`src/sv/sine_taylor_series_core_defines.svh`:
```
// Assertion macros shared by the sine Taylor series core.
`ifndef SINE_TAYLOR_SERIES_CORE_DEFINES_SVH
`define SINE_TAYLOR_SERIES_CORE_DEFINES_SVH

// Checks that cons holds in the same cycle whenever ante holds.
`define STS_ASSERT_NOW(lbl, ante, cons, msg) \
  lbl: assert property (@(posedge clk) disable iff (!rst_n) (ante) |-> (cons)) else $error(msg);

// Checks that cons holds in the cycle after ante holds.
`define STS_ASSERT_NEXT(lbl, ante, cons, msg) \
  lbl: assert property (@(posedge clk) disable iff (!rst_n) (ante) |=> (cons)) else $error(msg);

`endif

```
`src/sv/sts_pkg.sv`:
```
// Types and constants of the sine Taylor series core.
`timescale 1ns / 1ps

package sts_pkg;

  localparam int ANGLE_W = 19;
  localparam int SINE_W = 18;
  localparam int RECIP_ENTRIES = 40;
  localparam int RECIP_W = 30;
  localparam int IDX_W = 6;
  localparam int MAG_W = 18;
  localparam int TERM_W = 32;
  localparam int PROD_W = 64;
  localparam int SUM_W = 34;

  localparam logic signed [ANGLE_W-1:0] PI_Q16 = 19'sd205887;
  localparam logic [16:0] ONE_Q16 = 17'd65536;

  // Reciprocals of (2i)(2i+1) in Q32, rounded half up; entry zero is unused.
  localparam logic [RECIP_W-1:0] RECIP_TABLE [0:RECIP_ENTRIES-1] = '{
    30'd0,        30'd715827883, 30'd214748365, 30'd102261126, 30'd59652324,
    30'd39045157, 30'd27531842,  30'd20452225,  30'd15790321,  30'd12558384,
    30'd10226113, 30'd8488078,   30'd7158279,   30'd6118187,   30'd5289369,
    30'd4618244,  30'd4067204,   30'd3609216,   30'd3224450,   30'd2898089,
    30'd2618882,  30'd2378166,   30'd2169175,   30'd1986571,   30'd1826092,
    30'd1684301,  30'd1558406,   30'd1446117,   30'd1345541,   30'd1255104,
    30'd1173488,  30'd1099582,   30'd1032444,   30'd971273,    30'd915381,
    30'd864179,   30'd817155,    30'd773868,    30'd733932,    30'd697009
  };

  typedef enum logic [7:0] {
    ST_IDLE  = 8'b0000_0001,
    ST_SQ    = 8'b0000_0010,
    ST_SQRND = 8'b0000_0100,
    ST_MULR  = 8'b0000_1000,
    ST_RNDU  = 8'b0001_0000,
    ST_MULX  = 8'b0010_0000,
    ST_RNDT  = 8'b0100_0000,
    ST_FIN   = 8'b1000_0000
  } sts_state_t;

endpackage

```
`src/sv/sine_taylor_series_core.sv`:
```
// Sine of a Q3.16 angle by a Taylor series on one shared 32 by 32 multiplier.
// The input channel (in_valid, in_stall, in_angle) takes one angle in signed
// Q3.16 radians; angles beyond plus or minus pi are clamped to that bound.
// The result channel (out_valid, out_stall, out_sine_value) returns the sine
// in signed Q2.16, clamped to plus or minus one, one result per transaction.
// A transaction is accepted when valid is high and stall is low.
// Each further term of the series takes four steps on the shared multiplier:
// multiply by the reciprocal, round, multiply by the squared angle, round and
// accumulate. With N = min(TERM_COUNT - 1, 39) further terms, the result is
// registered in the final step after the last of the N terms, and the next
// angle can be taken once the sequencer is back in idle.
// The input side stalls for the whole computation of an item.
// While the receiver stalls, the result register holds its value; a finished
// computation then waits in its last step until the register is free, but a
// new angle may be accepted while the previous result is still waiting.
// Synchronous active-low reset returns the sequencer to idle and empties the
// result register; no other state survives between items.
`timescale 1ns / 1ps
`include "sine_taylor_series_core_defines.svh"

module sine_taylor_series_core
  import sts_pkg::*;
#(
  parameter int TERM_COUNT = 10
) (
  input  logic                     clk,
  input  logic                     rst_n,
  input  logic                     in_valid,
  output logic                     in_stall,
  input  logic signed [ANGLE_W-1:0] in_angle,
  output logic                     out_valid,
  input  logic                     out_stall,
  output logic signed [SINE_W-1:0] out_sine_value
);

  localparam int ITER_COUNT = (TERM_COUNT - 1 < RECIP_ENTRIES - 1) ?
                              (TERM_COUNT - 1) : (RECIP_ENTRIES - 1);
  localparam logic [IDX_W-1:0] LAST_IDX = IDX_W'(ITER_COUNT);
  localparam logic [IDX_W-1:0] FIRST_IDX = IDX_W'(1);

  sts_state_t state_r, state_nxt;
  logic [IDX_W-1:0] idx_r, idx_nxt;
  logic out_valid_r, out_valid_nxt;
  logic signed [SINE_W-1:0] out_sine_r;
  logic neg_r;
  logic [MAG_W-1:0] a_r;
  logic [TERM_W-1:0] x2_r;
  logic [TERM_W-1:0] t_r;
  logic [TERM_W-1:0] u_r;
  logic signed [SUM_W-1:0] s_r;
  logic [PROD_W-1:0] prod_r;

  logic in_take;
  logic signed [ANGLE_W-1:0] ang_sat;
  logic [ANGLE_W-1:0] ang_abs;
  logic [TERM_W-1:0] mul_a, mul_b;
  logic [PROD_W-1:0] product;
  logic [PROD_W-1:0] sq_rnd, u_rnd, t_rnd;
  logic [TERM_W-1:0] t_new;
  logic s_neg;
  logic [SUM_W-1:0] s_abs, s_rnd;
  logic [21:0] mag_full;
  logic [16:0] mag_sat;
  logic [SINE_W-1:0] mag_ext;
  logic fin_go;

  assign in_stall = (state_r != ST_IDLE);
  assign in_take = in_valid && !in_stall;
  assign out_valid = out_valid_r;
  assign out_sine_value = out_sine_r;
  assign fin_go = (state_r == ST_FIN) && !(out_valid_r && out_stall);

  always_comb begin
    if (in_angle > PI_Q16) begin
      ang_sat = PI_Q16;
    end else if (in_angle < -PI_Q16) begin
      ang_sat = -PI_Q16;
    end else begin
      ang_sat = in_angle;
    end
    ang_abs = ang_sat[ANGLE_W-1] ? ANGLE_W'(-ang_sat) : ANGLE_W'(ang_sat);
  end

  always_comb begin
    case (state_r)
      ST_SQ: begin
        mul_a = TERM_W'(a_r);
        mul_b = TERM_W'(a_r);
      end
      ST_MULR: begin
        mul_a = t_r;
        mul_b = TERM_W'(RECIP_TABLE[idx_r]);
      end
      ST_MULX: begin
        mul_a = u_r;
        mul_b = x2_r;
      end
      default: begin
        mul_a = '0;
        mul_b = '0;
      end
    endcase
  end

  assign product = PROD_W'(mul_a) * PROD_W'(mul_b);
  assign sq_rnd = prod_r + PROD_W'(8);
  assign u_rnd = prod_r + (PROD_W'(1) << 31);
  assign t_rnd = prod_r + (PROD_W'(1) << 27);
  assign t_new = t_rnd[TERM_W+27:28];

  always_comb begin
    s_neg = s_r[SUM_W-1];
    s_abs = s_neg ? SUM_W'(-s_r) : SUM_W'(s_r);
    s_rnd = s_abs + SUM_W'(2048);
    mag_full = s_rnd[SUM_W-1:12];
    mag_sat = (mag_full > 22'(ONE_Q16)) ? ONE_Q16 : mag_full[16:0];
    mag_ext = SINE_W'(mag_sat);
  end

  always_comb begin
    state_nxt = state_r;
    idx_nxt = idx_r;
    out_valid_nxt = out_valid_r && out_stall;
    case (state_r)
      ST_IDLE: begin
        if (in_take) begin
          state_nxt = ST_SQ;
          idx_nxt = FIRST_IDX;
        end
      end
      ST_SQ: state_nxt = ST_SQRND;
      ST_SQRND: state_nxt = ST_MULR;
      ST_MULR: state_nxt = ST_RNDU;
      ST_RNDU: state_nxt = ST_MULX;
      ST_MULX: state_nxt = ST_RNDT;
      ST_RNDT: begin
        if (idx_r == LAST_IDX) begin
          state_nxt = ST_FIN;
        end else begin
          state_nxt = ST_MULR;
          idx_nxt = idx_r + FIRST_IDX;
        end
      end
      ST_FIN: begin
        if (fin_go) begin
          state_nxt = ST_IDLE;
          out_valid_nxt = 1'b1;
        end
      end
      default: state_nxt = ST_IDLE;
    endcase
  end

  always_ff @(posedge clk) begin
    if (!rst_n) begin
      state_r <= ST_IDLE;
      idx_r <= FIRST_IDX;
      out_valid_r <= 1'b0;
    end else begin
      state_r <= state_nxt;
      idx_r <= idx_nxt;
      out_valid_r <= out_valid_nxt;
    end
  end

  always_ff @(posedge clk) begin
    if (in_take) begin
      neg_r <= ang_sat[ANGLE_W-1];
      a_r <= ang_abs[MAG_W-1:0];
    end
    if (state_r == ST_SQ || state_r == ST_MULR || state_r == ST_MULX) begin
      prod_r <= product;
    end
    if (state_r == ST_SQRND) begin
      x2_r <= sq_rnd[TERM_W+3:4];
      t_r <= TERM_W'(a_r) << 12;
      s_r <= SUM_W'(a_r) << 12;
    end
    if (state_r == ST_RNDU) begin
      u_r <= u_rnd[PROD_W-1:32];
    end
    if (state_r == ST_RNDT) begin
      t_r <= t_new;
      if (idx_r[0]) begin
        s_r <= s_r - $signed(SUM_W'(t_new));
      end else begin
        s_r <= s_r + $signed(SUM_W'(t_new));
      end
    end
    if (fin_go) begin
      out_sine_r <= (s_neg ^ neg_r) ? $signed(-mag_ext) : $signed(mag_ext);
    end
  end

  `STS_ASSERT_NEXT(a_accept_starts, in_valid && !in_stall, state_r == ST_SQ, "accept did not start the series")
  `STS_ASSERT_NEXT(a_fin_delivers, state_r == ST_FIN && !(out_valid && out_stall), out_valid && state_r == ST_IDLE, "finished item not delivered")
  `STS_ASSERT_NOW(a_idx_range, 1'b1, idx_r >= FIRST_IDX && idx_r <= LAST_IDX, "term index out of range")
  `STS_ASSERT_NOW(a_out_range, out_valid, out_sine_value <= 18'sd65536 && out_sine_value >= -18'sd65536, "sine out of range")

endmodule

```
`config.mk`:
```
export PLATFORM = sky130hd
export DESIGN_NAME = sine_taylor_series_core
export DESIGN_NICKNAME = d
export VERILOG_FILES = /design/src/sv/sts_pkg.sv /design/src/sv/sine_taylor_series_core.sv
export VERILOG_INCLUDE_DIRS = /design/src /design/src/sv
export SDC_FILE = /design/constraint.sdc
export NUM_CORES = 2
export LEC_CHECK = 0
export ABC_AREA = 1
export BUFFER_PORTS_ARGS = -buffer_cell sky130_fd_sc_hd__buf_2
export CAP_MARGIN = 20
export CORE_UTILIZATION = 30
export DETAILED_ROUTE_END_ITERATION = 12
export GPL_TIMING_DRIVEN = 0
export PLACE_DENSITY = 0.41
export REMOVE_ABC_BUFFERS = 1
export SETUP_SLACK_MARGIN = 0.3
export SYNTH_ARGS = -nofsm -noshare
export SYNTH_HDL_FRONTEND = slang
export SYNTH_SLANG_ARGS = --single-unit
```
`constraint.sdc`:
```
create_clock -name clk -period 11.1 [get_ports clk]
set_input_delay 1.11 -clock clk [delete_from_list [all_inputs] [get_ports clk]]
set_output_delay 1.11 -clock clk [all_outputs]
set_load 0.02 [all_outputs]
```
==> results.cfg <==
[floorplanning]
die_w_um = 409
placementRows = 148
initial_utilization = 0.303
floorplan.die_area_um2 = 167000
die_h_um = 409
design.core.area_um2 = 164000
ios = 43

[synthesis]
ys_types = 69
synth_enable_flop_cells = 228
synth-async-reset-ratio = 0
post_synth_inst_count = 6128
synth.ff_latch_count = 243
synthesis.yosys.warnings = 0
synth_area_um2 = 49600
yosys_most_used_dff = edfxtp_1
share_of_synthesized_area_occupied_by_flip_flops_and_latches = 0.144
synth_area_per_cell_um2 = 8.10

[route]
dr_total_vias = 40100
routedWlPerCell_um = 22.3
ant_nets = 0
drc_errors = 0
firstDrtPassIters = 6
routed_via_density = 4.82
finalWirelength_mm = 186
drt_first_iter_violations = 2801

[global_routing]
wire_length_of_the_first_global_routing_pass_mm = 279
grt_max_degree = 80
grt.total_usage = 0.223
grt_overflow_total = 0
first_global_vias = 42400
number_of_antenna_violations_at_the_first_check_in_global_routing = 4

[critical_path]
cp_slowest_stage_delay_ns = 0.65
slowest_stage_cell_on_the_critical_path = a311oi_2
worstSetupEndpoint = prod_r[61]$_DFFE_PP_
crit_path_start_kind = register
criticalPathCategory = register to register
path_common_cell = inv_1
critPathArrivalTime_ns = 10.74
launch_point_of_the_critical_path = idx_r[0]$_SDFFE_PN1P_
regToRegStartpoint = idx_r[0]$_SDFFE_PN1P_
terminus_of_the_critical_flop_to_flop_path = prod_r[61]$_DFFE_PP_
worstRegToRegCells = 44
crit_fanout = 13
endpoint_kind = register
required_time_of_the_worst_setup_path_ns = 11.46
reg2reg_setup_slack_ns = 0.72

[sta]
slew_headroom = 0.198
timing.final.hold_violations = 0
grt_setup_unrepaired = no
crit_path_time_final_ns = 10.38
holdWs_ns = 0.522
timing.clock.skew_ns = 0.0152
worstMarginPinSlew_ns = 1.17
finalCritPeriodShare = 0.935
slew_viol_final = 0
setup_viol = 0
fmax_mhz = 96.3

[power_and_ir_drop]
power.net_switching_uw = 874
cellPowerDensity_nw_per_um2 = 47.4
p_leak_nw = 27.4
p_sw_frac = 0.330
pwr-share-comb = 0.221
power_frac_seq = 0.398
internal_power_mw = 1.77
clock_power_share = 0.381
vdd.ir_drop.worst_mv = 0.120
post-layout-total-power_mw = 2.65

[placed_design]
io_buffer_count = 42
gpl.final_weighted_congestion = 0.905
detailedPlacementHpwl_mm = 155

[cells_and_area]
nFillCells = 17300
mostFrequentLayoutCell = inv_1
mostFrequentLayoutCells = inv_1, nand2_1, fa_1
post_route_cells_drive_above_1_share = 0.0719
syn2layout_area_growth_pct = 12.4
final_net_count = 7363

[hold_path]
worst_hold_path_stage_count = 2
worstHoldPathType = register to register

[cts]
ctsLongestPathBuffers = 3
clk_pin_slew_worst_paths_ns = 0.06
ctsHtreeMaxLevel = 1
clock_sinks = 243
insertion_delay_ns = 0.61
cts_tree = done
cts_hold_repair.buffers = 0
cts_root_buffer = clkbuf_16
numCtsBuffers = 31

[status]
run_status = completed

[run]
drv.max_cap_violation_count = 0
stage by stage:
stage	setup TNS, ns	util	setup slack (ns)	instance area (µm²)	cells
after floorplan	0	-	1.02	48800	5926
after global placement	-306.19	0.317	-6.62	51800	8143
after detailed placement	-55.64	0.332	-1.96	54300	8231
after CTS	0	0.339	0.299	55500	8303
after global routing	0	0.341	0.319	55800	8326
final	0	0.341	0.718	55800	8329
worst max-delay path: cells and delay by family, from the launching register on:
kind | cells | cell delay [ns]
adders and majority gates | 10 | 4.75
AOI/OAI and AO/OA | 8 | 2.04
buffers and inverters | 16 | 1.63
and+or+nand+nor | 10 | 1.14
DFF | 1 | 0.52
logic make-up after synthesis:
| group | Yosys count | synth area share |
|---|---|---|
| AOI/OAI and AO/OA | 519 | 0.0612 |
| muxes | 7 | 0.00141 |
| DFF | 243 | 0.144 |
| buffers and inverters | 1684 | 0.128 |
| xor gates and xnor gates | 200 | 0.0358 |
| adders and majority gates | 1213 | 0.442 |
| and+or+nand+nor | 2262 | 0.188 |
repair_timing:
item,4_1_cts,5_1_grt
cloned,1,1
setup buffers,14,20
pin swaps,2,7
gates resized for setup,39,28
endpoints found under the setup margin,49,20
routing by layer:
layer	GRT usage	routed length, µm	vias up
met5	0	0	-
met1	0.318	86300	20500
li1	-	-	18400
met2	0.367	85900	998
met3	0.0157	8260	210
met4	0.0528	5320	0
registers in the layout, summed over array words and instances, names as in the netlist, 8 cells and up:
signal / cells
a_r: 18
s_r: 34
out_sine_value: 18
state_r: 8
x2_r: 32
u_r: 32
t_r: 32
prod_r: 61
area by class of cell:
class / instances / area (µm²) / share of cell area
diodes: 3 / 7.51 / 0.000135
clock buffers: 36 / 850 / 0.0152
clock inverters: 21 / 154 / 0.00276
inverters: 1482 / 5630 / 0.101
multi-input cells: 4202 / 36900 / 0.661
flip-flops and latches: 243 / 7160 / 0.128
well taps: 2175 / 2720 / 0.0488
repair buffers: 166 / 2390 / 0.0428
repair inverters: 1 / 5.00 / 0.0000897
how the worst min path moves through the flow:
stage                                 start                   end  slack (ns)
finish                 out_valid$_SDFF_PN0_  out_valid$_SDFF_PN0_        0.52
detailed placement     out_valid$_SDFF_PN0_  out_valid$_SDFF_PN0_        0.52
global placement       out_valid$_SDFF_PN0_  out_valid$_SDFF_PN0_        0.49
CTS                    out_valid$_SDFF_PN0_  out_valid$_SDFF_PN0_        0.53
floorplan           state_r[7]$_SDFFE_PN0P_  out_valid$_SDFF_PN0_        0.51
global route           out_valid$_SDFF_PN0_  out_valid$_SDFF_PN0_        0.57
power groups by stage:
| stage | registers [mW] | logic [mW] | clock network (mW) |
|---|---|---|---|
| 5_1_grt | 1.05 | 0.639 | 1.07 |
| 6_report | 1.05 | 0.585 | 1.01 |
| 3_5_place_dp | 1.07 | 0.556 | 0 |
| 2_1_floorplan | 1.06 | 0.340 | 0 |
| 3_3_place_gp | 1.07 | 0.533 | 0 |
| 4_1_cts | 1.05 | 0.568 | 1.04 |
Yosys cell counts, drive strengths merged (6+ instances only):
cell type,count,area [µm²]
o22ai,18,113
nand4,47,300
inv,1464,5500
nor3,47,265
a21boi,7,52.6
clkinv,18,67.6
o21a,16,120
a21oi,171,856
nor4,16,115
a211oi,8,60.1
a221oi,21,196
or2,6,37.5
xnor2,78,691
nand3b,12,103
nand2,1209,4650
edfxtp,228,6850
fa,897,18000
dfxtp,15,300
o211ai,13,97.6
xor2,122,1080
buf,25,125
a31oi,36,231
ha,316,3950
o31ai,13,97.6
nor2,801,3200
nand3,119,628
o221ai,6,52.6
clkbuf,177,666
mux2i,7,70.1
o21ai,179,896
Note: power is estimated with default switching activity, not from simulation.
